`src/rtl/core/nqbs_pkg.sv`:
```
// ---------------------------------------------------------------------------
// nqbs_pkg
// Types, codes and the control store of the N-queens backtrack stepper.
// ---------------------------------------------------------------------------
package nqbs_pkg;

    localparam int COL_W      = 4;
    localparam int KIND_W     = 3;
    localparam int COUNT_W    = 14;
    localparam int PACK_W     = 48;
    localparam int PACK_ROWS  = PACK_W / COL_W;
    localparam int CFG_W      = 4;
    localparam int S_DATA_W   = 8;
    localparam int M_DATA_W   = 80;
    localparam int M_USER_W   = 8;

    typedef enum logic [KIND_W-1:0] {
        KIND_TRY      = 3'd0,
        KIND_CONFLICT = 3'd1,
        KIND_PLACE    = 3'd2,
        KIND_REMOVE   = 3'd3,
        KIND_SOLUTION = 3'd4,
        KIND_DONE     = 3'd5
    } kind_t;

    typedef enum logic [1:0] {
        PH_TRY   = 2'd0,
        PH_CHECK = 2'd1,
        PH_POP   = 2'd2,
        PH_DONE  = 2'd3
    } phase_t;

    typedef enum logic [2:0] {
        UOP_WAIT      = 3'd0,
        UOP_DISPATCH  = 3'd1,
        UOP_TRY       = 3'd2,
        UOP_POP       = 3'd3,
        UOP_SCAN_INIT = 3'd4,
        UOP_SCAN      = 3'd5,
        UOP_DONE      = 3'd6
    } uop_t;

    typedef logic [2:0] upc_t;

    typedef struct packed {
        uop_t op;
        upc_t nxt;
    } uword_t;

    localparam upc_t L_WAIT      = 3'd0;
    localparam upc_t L_DISPATCH  = 3'd1;
    localparam upc_t L_TRY       = 3'd2;
    localparam upc_t L_POP       = 3'd3;
    localparam upc_t L_SCAN_INIT = 3'd4;
    localparam upc_t L_SCAN      = 3'd5;
    localparam upc_t L_DONE      = 3'd6;

    // nxt: jump target; emitting steps return to L_WAIT
    function automatic uword_t ucode_rom(input upc_t addr);
        uword_t w;
        case (addr)
            L_WAIT:      w = '{op: UOP_WAIT,      nxt: L_DISPATCH};
            L_DISPATCH:  w = '{op: UOP_DISPATCH,  nxt: L_WAIT};
            L_TRY:       w = '{op: UOP_TRY,       nxt: L_POP};
            L_POP:       w = '{op: UOP_POP,       nxt: L_WAIT};
            L_SCAN_INIT: w = '{op: UOP_SCAN_INIT, nxt: L_SCAN};
            L_SCAN:      w = '{op: UOP_SCAN,      nxt: L_SCAN};
            L_DONE:      w = '{op: UOP_DONE,      nxt: L_WAIT};
            default:     w = '{op: UOP_WAIT,      nxt: L_WAIT};
        endcase
        return w;
    endfunction

endpackage

```
`src/rtl/core/n_queens_backtrack_stepper_top.sv`:
```
// Flow: an input transfer is taken in the wait step, then a dispatch step picks
//   try, pop, scan or done by phase; a try whose row is out of columns falls to
//   pop, or ends the search at row 0, and a check scans the earlier rows in order.
// No new input is accepted until the event for the last one has been emitted.
// Reset: synchronous active-low; search at row 0, try phase, count cleared,
//   board size 4. Queen store is not cleared.
// ---------------------------------------------------------------------------
// n_queens_backtrack_stepper_top
// Microcoded depth-first N-queens search, one trace event per input transfer.
// ---------------------------------------------------------------------------
module n_queens_backtrack_stepper_top #(
    parameter int MAX_ROWS = 12
) (
    input  logic                           aclk,
    input  logic                           aresetn,
    input  logic                           cfg_we,
    input  logic [nqbs_pkg::CFG_W-1:0]     cfg_wdata,     // board_size
    input  logic                           s_tvalid,
    output logic                           s_tready,
    input  logic [nqbs_pkg::S_DATA_W-1:0]  s_tdata,       // [0] restart
    output logic                           m_tvalid,
    input  logic                           m_tready,
    // [3:0] event_row, [7:4] event_col, [11:8] attacker_row,
    // [15:12] attacker_col, [63:16] board_packed, [77:64] solution_count
    output logic [nqbs_pkg::M_DATA_W-1:0]  m_tdata,
    output logic [nqbs_pkg::M_USER_W-1:0]  m_tuser        // [2:0] event_kind
);
    import nqbs_pkg::*;

    localparam int RW  = $clog2(MAX_ROWS + 1);
    localparam int QAW = $clog2(MAX_ROWS);

    logic [COL_W-1:0]   queen_col_reg [MAX_ROWS];

    upc_t               upc_reg, upc_next;
    phase_t             phase_reg, phase_next;
    logic [RW-1:0]      row_reg, row_next;
    logic [RW-1:0]      col_reg, col_next;
    logic [RW-1:0]      idx_reg, idx_next;
    logic [RW-1:0]      n_reg, n_next;
    logic [COUNT_W-1:0] count_reg, count_next;

    logic               m_valid_reg, m_valid_next;
    kind_t              o_kind_reg, o_kind_next;
    logic [COL_W-1:0]   o_row_reg, o_row_next;
    logic [COL_W-1:0]   o_col_reg, o_col_next;
    logic [COL_W-1:0]   o_arow_reg, o_arow_next;
    logic [COL_W-1:0]   o_acol_reg, o_acol_next;
    logic [PACK_W-1:0]  o_pack_reg, o_pack_next;
    logic [COUNT_W-1:0] o_count_reg, o_count_next;

    uword_t             uw;
    logic               out_free;
    logic [QAW-1:0]     rd_addr;
    logic [COL_W-1:0]   q_rd;
    logic [COL_W-1:0]   cq;
    logic [COL_W-1:0]   dc;
    logic [RW-1:0]      rd;
    logic               attack;
    logic [PACK_W-1:0]  packed_board;
    logic               qc_we;

    logic               emit;
    kind_t              e_kind;
    logic [COL_W-1:0]   e_row, e_col, e_arow, e_acol;
    logic [PACK_W-1:0]  e_pack;

    assign uw       = ucode_rom(upc_reg);
    assign out_free = !m_valid_reg || m_tready;
    assign s_tready = (uw.op == UOP_WAIT);

    assign rd_addr = (uw.op == UOP_POP) ? QAW'(row_reg - 1'b1) : QAW'(idx_reg);
    assign q_rd    = queen_col_reg[rd_addr];
    assign cq      = COL_W'(col_reg);
    assign dc      = (q_rd > cq) ? (q_rd - cq) : (cq - q_rd);
    assign rd      = row_reg - idx_reg;
    assign attack  = (q_rd == cq) || (5'(dc) == 5'(rd));

    always_comb begin
        packed_board = '0;
        for (int i = 0; i < PACK_ROWS; i++) begin
            if ((i < MAX_ROWS) && (i < int'(n_reg))) begin
                packed_board[COL_W*i +: COL_W] = queen_col_reg[QAW'(i)];
            end
        end
    end

    always_comb begin
        upc_next   = upc_reg;
        phase_next = phase_reg;
        row_next   = row_reg;
        col_next   = col_reg;
        idx_next   = idx_reg;
        n_next     = n_reg;
        count_next = count_reg;
        qc_we      = 1'b0;
        emit       = 1'b0;
        e_kind     = KIND_DONE;
        e_row      = '0;
        e_col      = '0;
        e_arow     = '0;
        e_acol     = '0;
        e_pack     = '0;

        case (uw.op)
            UOP_WAIT: begin
                if (s_tvalid) begin
                    if (s_tdata[0]) begin
                        row_next   = '0;
                        col_next   = '0;
                        phase_next = PH_TRY;
                        count_next = '0;
                    end
                    upc_next = uw.nxt;
                end
            end
            UOP_DISPATCH: begin
                case (phase_reg)
                    PH_TRY:   upc_next = L_TRY;
                    PH_CHECK: upc_next = L_SCAN_INIT;
                    PH_POP:   upc_next = L_POP;
                    PH_DONE:  upc_next = L_DONE;
                    default:  upc_next = L_DONE;
                endcase
            end
            UOP_TRY: begin
                if (row_reg >= n_reg) begin
                    if (out_free) begin
                        if (count_reg != '1) begin
                            count_next = count_reg + 1'b1;
                        end
                        phase_next = PH_POP;
                        emit       = 1'b1;
                        e_kind     = KIND_SOLUTION;
                        e_pack     = packed_board;
                        upc_next   = L_WAIT;
                    end
                end else if (col_reg < n_reg) begin
                    if (out_free) begin
                        phase_next = PH_CHECK;
                        emit       = 1'b1;
                        e_kind     = KIND_TRY;
                        e_row      = COL_W'(row_reg);
                        e_col      = COL_W'(col_reg);
                        upc_next   = L_WAIT;
                    end
                end else if (row_reg == '0) begin
                    if (out_free) begin
                        phase_next = PH_DONE;
                        emit       = 1'b1;
                        upc_next   = L_WAIT;
                    end
                end else begin
                    upc_next = uw.nxt;
                end
            end
            UOP_POP: begin
                if (out_free) begin
                    if (row_reg == '0) begin
                        phase_next = PH_DONE;
                        emit       = 1'b1;
                    end else begin
                        row_next   = row_reg - 1'b1;
                        col_next   = RW'(q_rd) + 1'b1;
                        phase_next = PH_TRY;
                        emit       = 1'b1;
                        e_kind     = KIND_REMOVE;
                        e_row      = COL_W'(row_reg - 1'b1);
                        e_col      = q_rd;
                    end
                    upc_next = L_WAIT;
                end
            end
            UOP_SCAN_INIT: begin
                idx_next = '0;
                upc_next = uw.nxt;
            end
            UOP_SCAN: begin
                if (idx_reg >= row_reg) begin
                    if (out_free) begin
                        qc_we      = 1'b1;
                        row_next   = row_reg + 1'b1;
                        col_next   = '0;
                        phase_next = PH_TRY;
                        emit       = 1'b1;
                        e_kind     = KIND_PLACE;
                        e_row      = COL_W'(row_reg);
                        e_col      = cq;
                        upc_next   = L_WAIT;
                    end
                end else if (attack) begin
                    if (out_free) begin
                        col_next   = col_reg + 1'b1;
                        phase_next = PH_TRY;
                        emit       = 1'b1;
                        e_kind     = KIND_CONFLICT;
                        e_row      = COL_W'(row_reg);
                        e_col      = cq;
                        e_arow     = COL_W'(idx_reg);
                        e_acol     = q_rd;
                        upc_next   = L_WAIT;
                    end
                end else begin
                    idx_next = idx_reg + 1'b1;
                    upc_next = uw.nxt;
                end
            end
            UOP_DONE: begin
                if (out_free) begin
                    emit     = 1'b1;
                    upc_next = L_WAIT;
                end
            end
            default: begin
                upc_next = L_WAIT;
            end
        endcase

        // board size write: saturate into 1..MAX_ROWS and restart
        if (cfg_we) begin
            if (cfg_wdata == '0) begin
                n_next = RW'(1);
            end else if (32'(cfg_wdata) > MAX_ROWS) begin
                n_next = RW'(MAX_ROWS);
            end else begin
                n_next = RW'(cfg_wdata);
            end
            row_next   = '0;
            col_next   = '0;
            phase_next = PH_TRY;
            count_next = '0;
        end

        m_valid_next = m_valid_reg && !m_tready;
        o_kind_next  = o_kind_reg;
        o_row_next   = o_row_reg;
        o_col_next   = o_col_reg;
        o_arow_next  = o_arow_reg;
        o_acol_next  = o_acol_reg;
        o_pack_next  = o_pack_reg;
        o_count_next = o_count_reg;
        if (emit) begin
            m_valid_next = 1'b1;
            o_kind_next  = e_kind;
            o_row_next   = e_row;
            o_col_next   = e_col;
            o_arow_next  = e_arow;
            o_acol_next  = e_acol;
            o_pack_next  = e_pack;
            o_count_next = count_next;
        end
    end

    always_ff @(posedge aclk) begin
        if (!aresetn) begin
            upc_reg     <= L_WAIT;
            phase_reg   <= PH_TRY;
            row_reg     <= '0;
            col_reg     <= '0;
            idx_reg     <= '0;
            n_reg       <= RW'(4);
            count_reg   <= '0;
            m_valid_reg <= 1'b0;
        end else begin
            upc_reg     <= upc_next;
            phase_reg   <= phase_next;
            row_reg     <= row_next;
            col_reg     <= col_next;
            idx_reg     <= idx_next;
            n_reg       <= n_next;
            count_reg   <= count_next;
            m_valid_reg <= m_valid_next;
        end
    end

    always_ff @(posedge aclk) begin
        o_kind_reg  <= o_kind_next;
        o_row_reg   <= o_row_next;
        o_col_reg   <= o_col_next;
        o_arow_reg  <= o_arow_next;
        o_acol_reg  <= o_acol_next;
        o_pack_reg  <= o_pack_next;
        o_count_reg <= o_count_next;
        if (qc_we) begin
            queen_col_reg[QAW'(row_reg)] <= cq;
        end
    end

    assign m_tvalid = m_valid_reg;
    assign m_tdata  = {2'b00, o_count_reg, o_pack_reg, o_acol_reg, o_arow_reg,
                       o_col_reg, o_row_reg};
    assign m_tuser  = {5'b00000, o_kind_reg};

    a_accept_dispatch: assert property (@(posedge aclk) disable iff (!aresetn)
        (s_tvalid && s_tready) |=> (upc_reg == L_DISPATCH))
        else $error("input transfer not followed by dispatch");

    a_done_at_root: assert property (@(posedge aclk) disable iff (!aresetn)
        (phase_reg == PH_DONE) |-> (row_reg == '0))
        else $error("search ended away from row zero");

    a_row_bound: assert property (@(posedge aclk) disable iff (!aresetn)
        row_reg <= n_reg)
        else $error("current row beyond board size");

    a_scan_bound: assert property (@(posedge aclk) disable iff (!aresetn)
        (upc_reg == L_SCAN) |-> (idx_reg <= row_reg))
        else $error("scan index past current row");

    a_emit_free: assert property (@(posedge aclk) disable iff (!aresetn)
        (m_tvalid && !m_tready) |=> (m_tvalid && $stable(m_tdata)))
        else $error("pending result overwritten");

endmodule

```
`config.mk`:
```
export PLATFORM = sky130hd
export DESIGN_NAME = n_queens_backtrack_stepper_top
export DESIGN_NICKNAME = d
export VERILOG_FILES = /design/src/rtl/core/nqbs_pkg.sv /design/src/rtl/core/n_queens_backtrack_stepper_top.sv
export SDC_FILE = /design/constraint.sdc
export NUM_CORES = 1
export LEC_CHECK = 0
export CAP_MARGIN = 20
export CORE_UTILIZATION = 35
export CTS_BUF_LIST = sky130_fd_sc_hd__clkbuf_16
export DETAILED_ROUTE_END_ITERATION = 16
export DONT_BUFFER_PORTS = 1
export GPL_TIMING_DRIVEN = 0
export HOLD_SLACK_MARGIN = 0.15
export MAX_ROUTING_LAYER = met4
export PLACE_DENSITY = 0.61
export SYNTH_ARGS = -nofsm -noshare
export SYNTH_HDL_FRONTEND = slang
export SYNTH_SLANG_ARGS = --single-unit
```
`constraint.sdc`:
```
create_clock -name aclk -period 10.3 [get_ports aclk]
set_clock_uncertainty 0.15 [all_clocks]
set_input_delay 2.06 -clock aclk [delete_from_list [all_inputs] [get_ports aclk]]
set_output_delay 2.06 -clock aclk [all_outputs]
set_load 0.005 [all_outputs]
```
==> results.toml, run 1 <==
[timing]
finalCriticalPeriod_ns = 6.94
slew_viol_final = 0
setup_viol = 0
hold_violations = 0
relSlewSlack_pct = 34.4
setup_ws_ns = 3.36
hold_slack_ns = 0.337
grt_setup_unrepaired = "no"
fmax_mhz = 144
fin_crit_sh_pct = 67.3
tns_ns = 0
worstMarginPinSlew_ns = 0.976

[cells_and_area]
final_common_cell = "edfxtp_1"
layout_common_cells = "edfxtp_1 (129), and2_1 (63), a21oi_1 (56)"
layout-drive-gt1-share_pct = 8.41
diodes = 0
fin_util_pct = 40.8
nets = 807
areaGrowthSynthToFinish_pct = 13.1
design_area_sq_mm = 0.00934

[global_routing]
grt_pass1_wl_um = 31800
grt_max_degree = 36
grt_usage_pct = 18.2
overflow = 0
first_global_vias = 5488
antenna_found_initial = 0

[routing]
antenna_left = 0
dr.pass1.iters = 5
dr.first_iter.drc_count = 565
vias_per_cell = 5.27
vias = 5723
drc = 0
wl_um = 20600
wire_per_inst_um = 19.0

[setup_path]
crit_start = "row_reg[0]$_SDFFE_PP0P_"
r2r-start = "row_reg[0]$_SDFFE_PP0P_"
cp_cell_sequence = "inv_1 > ha_1 > nor2_1 > a21oi_1 > buf_2 > mux4_2 > nor2_1 > a21oi_1 > ha_1 > nand4_1 > clkinv_1 > a21oi_2 > mux2i_1 > xor2_1 > a311oi_4 > nor2b_1 > o22ai_1 > nor2_4 > buf_12 > buf_12"
start_kind = "register"
slowest_delay_ns = 0.71
worstSetupEndpoint = "o_pack_reg[25]$_SDFFCE_PN0P_"
cp_slowest_cell = "a21oi_1"
required_ns = 10.27
worst_r2r_path_depth = 20
cp-end-kind = "register"
critical_path_class = "reg -> reg"
critPathMaxFanout = 35
path_depth = 20
crit_family = "compound AO/OA/AOI/OAI gates"
crit_buf_inv = 5
ff2ff_setup_slack_ns = 3.36
crit_arrival_ns = 6.91
worst_r2r_endpoint = "o_pack_reg[25]$_SDFFCE_PN0P_"

[clocking]
cts_sinks = 165
post-cts-setup-buffer-count = 0
numCtsBuffers = 17
insertion_delay_ns = 0.44
cts_resized = 0
clk_path_buf_depth = 2
cts_tree = "done"
hold_buffers = 0
htree_levels = 4
cts-root-buf = "clkbuf_16"
clkTransAtPathRegs_ns = 0.06

[place]
post-dp-hpwl_um = 15000
pre_cts_slack_ns = 3.52
io_buffers = 0
place.gp.congestion = 0.873
place_area_sq_mm = 0.00872

[synth]
async_flop_share_pct = 0
synthDominantCellAreaShare_pct = 46.9
syn_inst = 733
synth_area_per_cell_sq_um = 11.3
synthDistinctLibCells = 71
synthFlopType = "edfxtp_1"
synth.largest_area_cell = "edfxtp_1"
yosysWarnings = 0
synth_area_leaders = "edfxtp_1 (47%), dfxtp_1 (8.7%), and2_1 (4.8%)"
yosysSeqAreaShare_pct = 55.6
ys_ff_latch = 165
synth_edf_count = 129
netlist_area_sq_mm = 0.00826

[die]
die_x_um = 156
start_util_pct = 36.0
fp-row-count = 55
pin_count = 107
die_area_sq_mm = 0.0242
coreArea_sq_mm = 0.0229
die_y_um = 156

[power]
leakage_uw = 0.00346
power.density_mw_per_mm2 = 162
ir_worst_vdd_uv = 93.3

[status]
run_status = "complete, no violations"

[job]
maxCapViolations = 0

[hold_path]
hp-class = "reg -> reg"
metrics by stage:
stage,std cells,total power (uW)
floorplan,739,832
global placement,1052,860
detailed placement,1054,861
CTS,1086,1530
global route,1086,1560
finish,1086,1510
worst min-delay path: cells and delay by family, from the launching register on:
kind,cells,cell delay [ns]
AND/OR/NAND/NOR,1,0.06
flip-flops,1,0.31
AO/OA/AOI/OAI,1,0.06
cells in the mapped netlist (all sizes together), types with 5 or more instances:
cell    number
a211oi      10
a21o        11
nand3       18
mux4         6
dfxtp       36
mux2i       19
nor3        12
o21ai       36
ha          27
inv         25
nand2b       6
nor2b       17
nand2       44
and2        64
nor2        56
mux2         6
clkbuf      25
o22ai        6
o211ai       6
nand4        5
buf         14
xnor2        8
a21oi       57
edfxtp     129
and3        19
area by class of cell:
cell class	count	area, sq um
fill	2175	13600
sequential	165	4590
multi-input combinational	509	3420
clock buffer	17	425
tap	313	392
clock inverter	15	195
buffer	39	179
inverter	26	97.6
timing repair buffer	2	40.0
worst min-delay path by stage:
| stage | start | to | slack, ns | cells past startpoint |
|---|---|---|---|---|
| floorplan | phase_reg[1]$_SDFFE_PP0P_ | phase_reg[1]$_SDFFE_PP0P_ | 0.30 | 2 |
| global placement | phase_reg[1]$_SDFFE_PP0P_ | phase_reg[1]$_SDFFE_PP0P_ | 0.31 | 2 |
| detailed placement | phase_reg[1]$_SDFFE_PP0P_ | phase_reg[1]$_SDFFE_PP0P_ | 0.32 | 2 |
| CTS | phase_reg[1]$_SDFFE_PP0P_ | phase_reg[1]$_SDFFE_PP0P_ | 0.34 | 2 |
| global route | phase_reg[1]$_SDFFE_PP0P_ | phase_reg[1]$_SDFFE_PP0P_ | 0.39 | 2 |
| finish | phase_reg[1]$_SDFFE_PP0P_ | phase_reg[1]$_SDFFE_PP0P_ | 0.34 | 2 |
kinds of logic after synthesis:
group           count (synthesis)  synth area share (%)
other cells                     1                0.0454
simple gates                  258                  16.6
mux                            31                  4.80
xor+xnor                       12                  1.27
fa+ha+maj                      30                  4.82
flops                         165                  55.6
buf+inv                        65                  3.35
compound gates                171                  13.5
power breakdown:
group          leakage (uW)  switching [uW]  internal (uW)
Clock              0.000301             279            388
Sequential          0.00158            11.0            732
Combinational       0.00159            69.9           34.3
Total               0.00346             360           1150
per-layer routing:
layer	up-vias	GRT usage (%)	part of all wire (%)
li1	2747	-	-
met1	2742	23.1	44
met2	202	28.7	48
met3	32	3.69	5.8
met4	0	6.54	2.0
met5	-	-	0
No activity file was read; power rests on OpenSTA's default activity.
==> run 2, diff against run 1 <==
--- a/config.mk
+++ b/config.mk
@@ -5,6 +5,7 @@
 export SDC_FILE = /design/constraint.sdc
 export NUM_CORES = 1
 export LEC_CHECK = 0
+export ABC_AREA = 1
 export CAP_MARGIN = 20
 export CORE_UTILIZATION = 35
 export CTS_BUF_LIST = sky130_fd_sc_hd__clkbuf_16
==> constraint.sdc (replaced) <==
create_clock -name aclk -period 7 [get_ports aclk]
set_clock_uncertainty 0.15 [all_clocks]
set_input_delay 1.4 -clock aclk [delete_from_list [all_inputs] [get_ports aclk]]
set_output_delay 1.4 -clock aclk [all_outputs]
set_load 0.005 [all_outputs]
==> run 2 against run 1 <==
Effect of this change:
- clock power is 47% higher
- flip-flop and latch count unchanged
- fmax rose by 27%
- non-clock buffer count is 14 lower
- critical endpoint is now o_pack_reg[38]$_SDFFCE_PN0P_
- largest power group unchanged
- highest routed layer unchanged
==> results.toml, run 2 <==
[synth]
synthTopCellsByCount = "nand2_1 (145), inv_1 (138), edfxtp_1 (129)"
syn_inst = 911
yosysSeqAreaShare_pct = 54.6
synth_edf_count = 129
synth_area_per_cell_sq_um = 9.24
synthFlopType = "edfxtp_1"
netlist_area_sq_mm = 0.00842
yosysMostFrequentCell = "nand2_1"
ys_ff_latch = 165
synthDistinctLibCells = 49
synthDominantCellAreaShare_pct = 46.0
yosysWarnings = 0
synth_area_leaders = "edfxtp_1 (46%), dfxtp_1 (8.6%), nand2_1 (6.5%)"
synth.largest_area_cell = "edfxtp_1"
async_flop_share_pct = 0

[hold_path]
hp-class = "reg -> reg"
hold_depth = 2
hold_start = "idx_reg[3]$_SDFFE_PN0P_"
hold_path_end = "idx_reg[3]$_SDFFE_PN0P_"

[die]
die_y_um = 157
coreArea_sq_mm = 0.0235
die_x_um = 157
die_area_sq_mm = 0.0247
fp-row-count = 56
start_util_pct = 35.7
pin_count = 107

[cells_and_area]
areaGrowthSynthToFinish_pct = 12.9
final_common_cell = "nand2_1"
nFillCells = 2393
layout-drive-gt1-share_pct = 9.48
diodes = 0
layout_common_cells = "nand2_1 (145), inv_1 (139), edfxtp_1 (129)"
nets = 985

[clocking]
hold_buffers = 0
cts_sinks = 165
cts_tree = "done"
numCtsBuffers = 17
post-cts-setup-buffer-count = 0
clk_path_buf_depth = 2
cts_resized = 0
clkTransAtPathRegs_ns = 0.06
insertion_delay_ns = 0.43
cts-root-buf = "clkbuf_16"
htree_levels = 4

[routing]
met2_length_um = 9860
drt-met1-wl_um = 9320
wire_per_inst_um = 16.1
vias_per_cell = 4.89
wl_um = 20500
wl_met3_um = 1030
antenna_left = 0
dr.first_iter.drc_count = 534
vias = 6197
dr.pass1.iters = 5
dr.max_layer_used = "met4"
drc = 0

[global_routing]
first_global_vias = 5882
antenna_found_initial = 0
grt_max_degree = 32
grt_usage_pct = 17.9
overflow = 0
grt_pass1_wl_um = 32200

[timing]
setup_viol = 0
worstMarginPinSlew_ns = 0.902
fmax_mhz = 183
tns_ns = 0
relSlewSlack_pct = 39.8
grt_setup_unrepaired = "no"
fin_crit_sh_pct = 78.2
setup_ws_ns = 1.53
hold_violations = 0
slew_viol_final = 0
finalCriticalPeriod_ns = 5.47

[setup_path]
worst_r2r_path_depth = 23
ff2ff_setup_slack_ns = 1.53
critical_path_class = "reg -> reg"
r2r-start = "row_reg[0]$_SDFFE_PP0P_"
crit_arrival_ns = 5.44
start_kind = "register"
cp-end-kind = "register"
required_ns = 6.97
worst_r2r_endpoint = "o_pack_reg[38]$_SDFFCE_PN0P_"
critPathMaxFanout = 31

[power]
leakage_uw = 0.00361
power.density_mw_per_mm2 = 332
ir_worst_vdd_uv = 147

[place]
io_buffers = 0
pre_cts_slack_ns = 1.59
place.gp.congestion = 0.913
post-dp-hpwl_um = 15100

[job]
maxCapViolations = 0

[status]
run_status = "complete, no violations"
-- run 2: cell types whose count changed in the layout (fill, tap and decap cells not counted), sizes merged, moves of 32 or more --
cell,change
o21ai,+32
nand3,+57
and2,-64
inv,+118
nor2,+71
nand2,+109
-- run 2: worst max-delay path: stages, from the launching register on --
cell	delay, ns
dfxtp_1	0.57
inv_2	0.18
ha_1	0.33
inv_1	0.10
nand2_1	0.11
o21ai_2	0.16
buf_6	0.21
nand3_1	0.11
nand3_1	0.09
nand3_1	0.09
nand2_2	0.18
inv_1	0.09
ha_1	0.21
fa_1	0.41
o21ai_1	0.15
nand2_1	0.13
o21ai_0	0.26
o21ai_0	0.11
nor2_1	0.10
nand2_1	0.09
nand2_1	0.15
o21ai_2	0.12
a21oi_4	0.73
buf_12	0.28
-- run 2: logic make-up (layout without fill, tap and decap cells) --
| family | count (synthesis) | in the layout | share of synthesized area [%] |
|---|---|---|---|
| compound gates | 139 | 139 | 9.65 |
| xor+xnor | 14 | 14 | 1.46 |
| fa+ha+maj | 30 | 30 | 4.73 |
| buf+inv | 173 | 205 | 8.86 |
| flops | 165 | 165 | 54.6 |
| other cells | 1 | 7 | 0.0446 |
| simple gates | 389 | 389 | 20.7 |
-- run 2: where the power goes --
group	switching (uW)	internal, uW	total, uW
logic	583	261	844
registers	95.1	1240	1330
clock network	388	593	980
-- run 2: layer usage --
| metal | track usage, % | vias up |
|---|---|---|
| li1 | - | 3088 |
| met1 | 22.4 | 2919 |
| met2 | 29.0 | 173 |
| met3 | 4.46 | 17 |
| met4 | 4.67 | 0 |
| met5 | - | - |
-- run 2: through the flow --
step                instance area (sq um)  instances  util [%]  hold slack, ns  power (uW)
global route                         9500       1268      40.3           0.389        3350
global placement                     8840       1236      37.6           0.331        2190
floorplan                            8440        917         -           0.304        1970
finish                               9500       1268      40.3           0.348        3160
detailed placement                   8890       1238      37.8           0.333        2190
CTS                                  9500       1268      40.3           0.344        3180
-- run 2: worst max-delay path by stage --
stage	start	endpoint	slack, ns	depth (start not counted)
3_5_place_dp	row_reg[1]$_SDFFE_PP0P_	o_pack_reg[38]$_SDFFCE_PN0P_	1.59	23
2_1_floorplan	row_reg[0]$_SDFFE_PP0P_	o_acol_reg[0]$_SDFFCE_PP0P_	0.85	22
4_1_cts	row_reg[1]$_SDFFE_PP0P_	o_pack_reg[34]$_SDFFCE_PN0P_	1.54	23
6_report	row_reg[0]$_SDFFE_PP0P_	o_pack_reg[38]$_SDFFCE_PN0P_	1.53	23
3_3_place_gp	row_reg[0]$_SDFFE_PP0P_	o_pack_reg[37]$_SDFFCE_PN0P_	-0.95	22
5_1_grt	row_reg[1]$_SDFFE_PP0P_	o_pack_reg[38]$_SDFFCE_PN0P_	1.02	24
-- run 2: area by class of cell --
type | instances | area [sq um] | share of cell area, %
clock buffer | 17 | 425 | 4.48
clock inverter | 13 | 185 | 1.95
tap | 319 | 399 | 4.20
inverter | 148 | 556 | 5.85
sequential | 165 | 4590 | 48.4
buffer | 25 | 190 | 2.00
multi-input combinational | 579 | 3110 | 32.7
timing repair buffer | 2 | 40.0 | 0.421
==> run 3, diff against run 2 <==
--- a/config.mk
+++ b/config.mk
@@ -14,7 +14,7 @@
 export GPL_TIMING_DRIVEN = 0
 export HOLD_SLACK_MARGIN = 0.15
 export MAX_ROUTING_LAYER = met4
-export PLACE_DENSITY = 0.61
+export PLACE_DENSITY = 0.63
 export SYNTH_ARGS = -nofsm -noshare
 export SYNTH_HDL_FRONTEND = slang
 export SYNTH_SLANG_ARGS = --single-unit
==> constraint.sdc (replaced) <==
create_clock -name aclk -period 4.8 [get_ports aclk]
set_clock_uncertainty 0.15 [all_clocks]
set_input_delay 0.96 -clock aclk [delete_from_list [all_inputs] [get_ports aclk]]
set_output_delay 0.96 -clock aclk [all_outputs]
set_load 0.005 [all_outputs]
==> run 3 against run 2 <==
Effect of this change:
- worst setup slack worse by 1.2 ns
- critical path depth grew 2
- combinational power rose by 55%
- non-clock buffer count increased by 7
- first-iteration DRC count increased by 3.0%
- register-to-register slack got worse by 1.2 ns
- largest power group unchanged
- global-route usage grew 0.25 points
- core utilization rose by 0.41 points
- count of clock-buffer cells in the layout unchanged
==> results.toml, run 3 (synthesized netlist as in run 2, its figures left out) <==
[cells_and_area]
fin_cells = 1278
final_common_cell = "nand2_1"
layout_common_cells = "nand2_1 (143), inv_1 (135), edfxtp_1 (129)"
nFillCells = 2326
fin_util_pct = 40.8
diodes = 0
nets = 993
design_area_sq_mm = 0.00960
layout-drive-gt1-share_pct = 11.6
areaGrowthSynthToFinish_pct = 14.0

[routing]
dr.pass1.iters = 7
antenna_left = 0
wl_um = 21000
drc = 0
vias_per_cell = 4.95
dr.first_iter.drc_count = 550
vias = 6320
wire_per_inst_um = 16.4

[clocking]
clk_path_buf_depth = 2
clkTransAtPathRegs_ns = 0.07
htree_levels = 4
cts-root-buf = "clkbuf_16"
numCtsBuffers = 17
cts_sinks = 165
cts_tree = "done"
insertion_delay_ns = 0.44

[die]
start_util_pct = 35.7
die_x_um = 157
die_y_um = 157
coreArea_sq_mm = 0.0235
die_area_sq_mm = 0.0247
fp-row-count = 56
pin_count = 107

[setup_path]
start_kind = "register"
critPathMaxFanout = 30
r2r-start = "row_reg[0]$_SDFFE_PP0P_"
required_ns = 4.79
worst_r2r_path_depth = 25
ff2ff_setup_slack_ns = 0.33
slowest_delay_ns = 0.43
cp-end-kind = "register"
cp_slowest_cell = "dfxtp_4"
crit_arrival_ns = 4.46
worst_r2r_endpoint = "o_pack_reg[10]$_SDFFCE_PN0P_"
critical_path_class = "reg -> reg"
crit_start = "row_reg[0]$_SDFFE_PP0P_"

[status]
run_status = "complete, no violations"

[timing]
slew_viol_final = 0
hold_violations = 0
setup_viol = 0
fmax_mhz = 224
finalCriticalPeriod_ns = 4.47
worstMarginPinSlew_ns = 0.920
hold_slack_ns = 0.344
relSlewSlack_pct = 38.6
fin_crit_sh_pct = 93.2
grt_setup_unrepaired = "no"

[hold_path]
hold_start = "idx_reg[3]$_SDFFE_PN0P_"
hold_depth = 2
hp-class = "reg -> reg"
hold_path_end = "idx_reg[3]$_SDFFE_PN0P_"

[global_routing]
overflow = 0
grt_usage_pct = 18.2
antenna_found_initial = 0
grt_pass1_wl_um = 32600
grt_max_degree = 31
first_global_vias = 6016

[place]
io_buffers = 0
place.gp.congestion = 0.931
place_inst = 1238
place_area_sq_mm = 0.00894
post-dp-hpwl_um = 15200

[job]
maxCapViolations = 0

[power]
leakage_uw = 0.00365
ir_worst_vdd_uv = 211
power.density_mw_per_mm2 = 477
==> run 3: cell types whose count changed in the layout (fill, tap and decap cells not counted), sizes merged <==
cell      delta
inv          +5
clkinvlp     -2
bufinv       -4
buf          +7
a21oi        +1
clkinv       +3
==> run 3: area by class of cell <==
type	instances	area (sq um)	area share, %
clock inverters	15	143	1.49
multi-input cells	580	3170	33.0
flip-flops and latches	165	4600	48.0
inverters	148	558	5.81
well taps	319	399	4.16
plain buffers	25	194	2.02
clock buffers	17	425	4.43
repair buffers	9	105	1.10
==> run 3: worst max-delay path, delay by kind of cell (launching register included) <==
kind | cells | cell delay (ns)
AO/OA/AOI/OAI | 5 | 0.70
XOR/XNOR | 1 | 0.14
adder cells (fa/ha/maj) | 3 | 0.80
buffers and inverters | 7 | 0.90
flip-flops | 1 | 0.43
AND/OR/NAND/NOR | 9 | 1.02
==> run 3: where the power goes <==
| part | switching, uW | internal [uW] | total (uW) |
|---|---|---|---|
| combinational | 892 | 421 | 1310 |
| clock | 638 | 686 | 1320 |
| sequential | 139 | 1800 | 1940 |
==> run 3: worst max-delay path by stage <==
stage / to / slack (ns)
CTS: o_pack_reg[33]$_SDFFCE_PN0P_ / 0.12
finish: o_pack_reg[10]$_SDFFCE_PN0P_ / 0.33
global route: o_pack_reg[33]$_SDFFCE_PN0P_ / 0.02
global placement: o_pack_reg[11]$_SDFFCE_PN0P_ / -1.09
detailed placement: o_pack_reg[11]$_SDFFCE_PN0P_ / -0.06
floorplan: o_acol_reg[0]$_SDFFCE_PP0P_ / 0.003
==> run 3: repair_timing <==
action | 4_1_cts | 5_1_grt
hold buffers | 0 | 0
pin swaps | 1 | 2
buffers inserted | 0 | 7
gates cloned | 1 | 0
resized for setup | 0 | 3
setup endpoints to repair | 60 | 72
==> run 3: routing by layer <==
| layer | up-vias | wire length, um | track usage, % | part of all wire, % |
|---|---|---|---|---|
| met1 | 2951 | 9380 | 22.6 | 45 |
| met5 | - | 0 | - | 0 |
| met2 | 230 | 9810 | 29.1 | 47 |
| met4 | 0 | 545 | 7.35 | 2.6 |
| met3 | 34 | 1230 | 3.44 | 5.8 |
| li1 | 3105 | - | - | - |
==> run 3: stage by stage <==
stage,setup slack (ns),TNS (ns),total power [uW]
after floorplan,0.00340,0,2890
after global placement,-1.09,-87.48,3210
after detailed placement,-0.0601,-3.25,3240
after CTS,0.124,0,4580
after global routing,0.0157,0,4860
final,0.327,0,4580
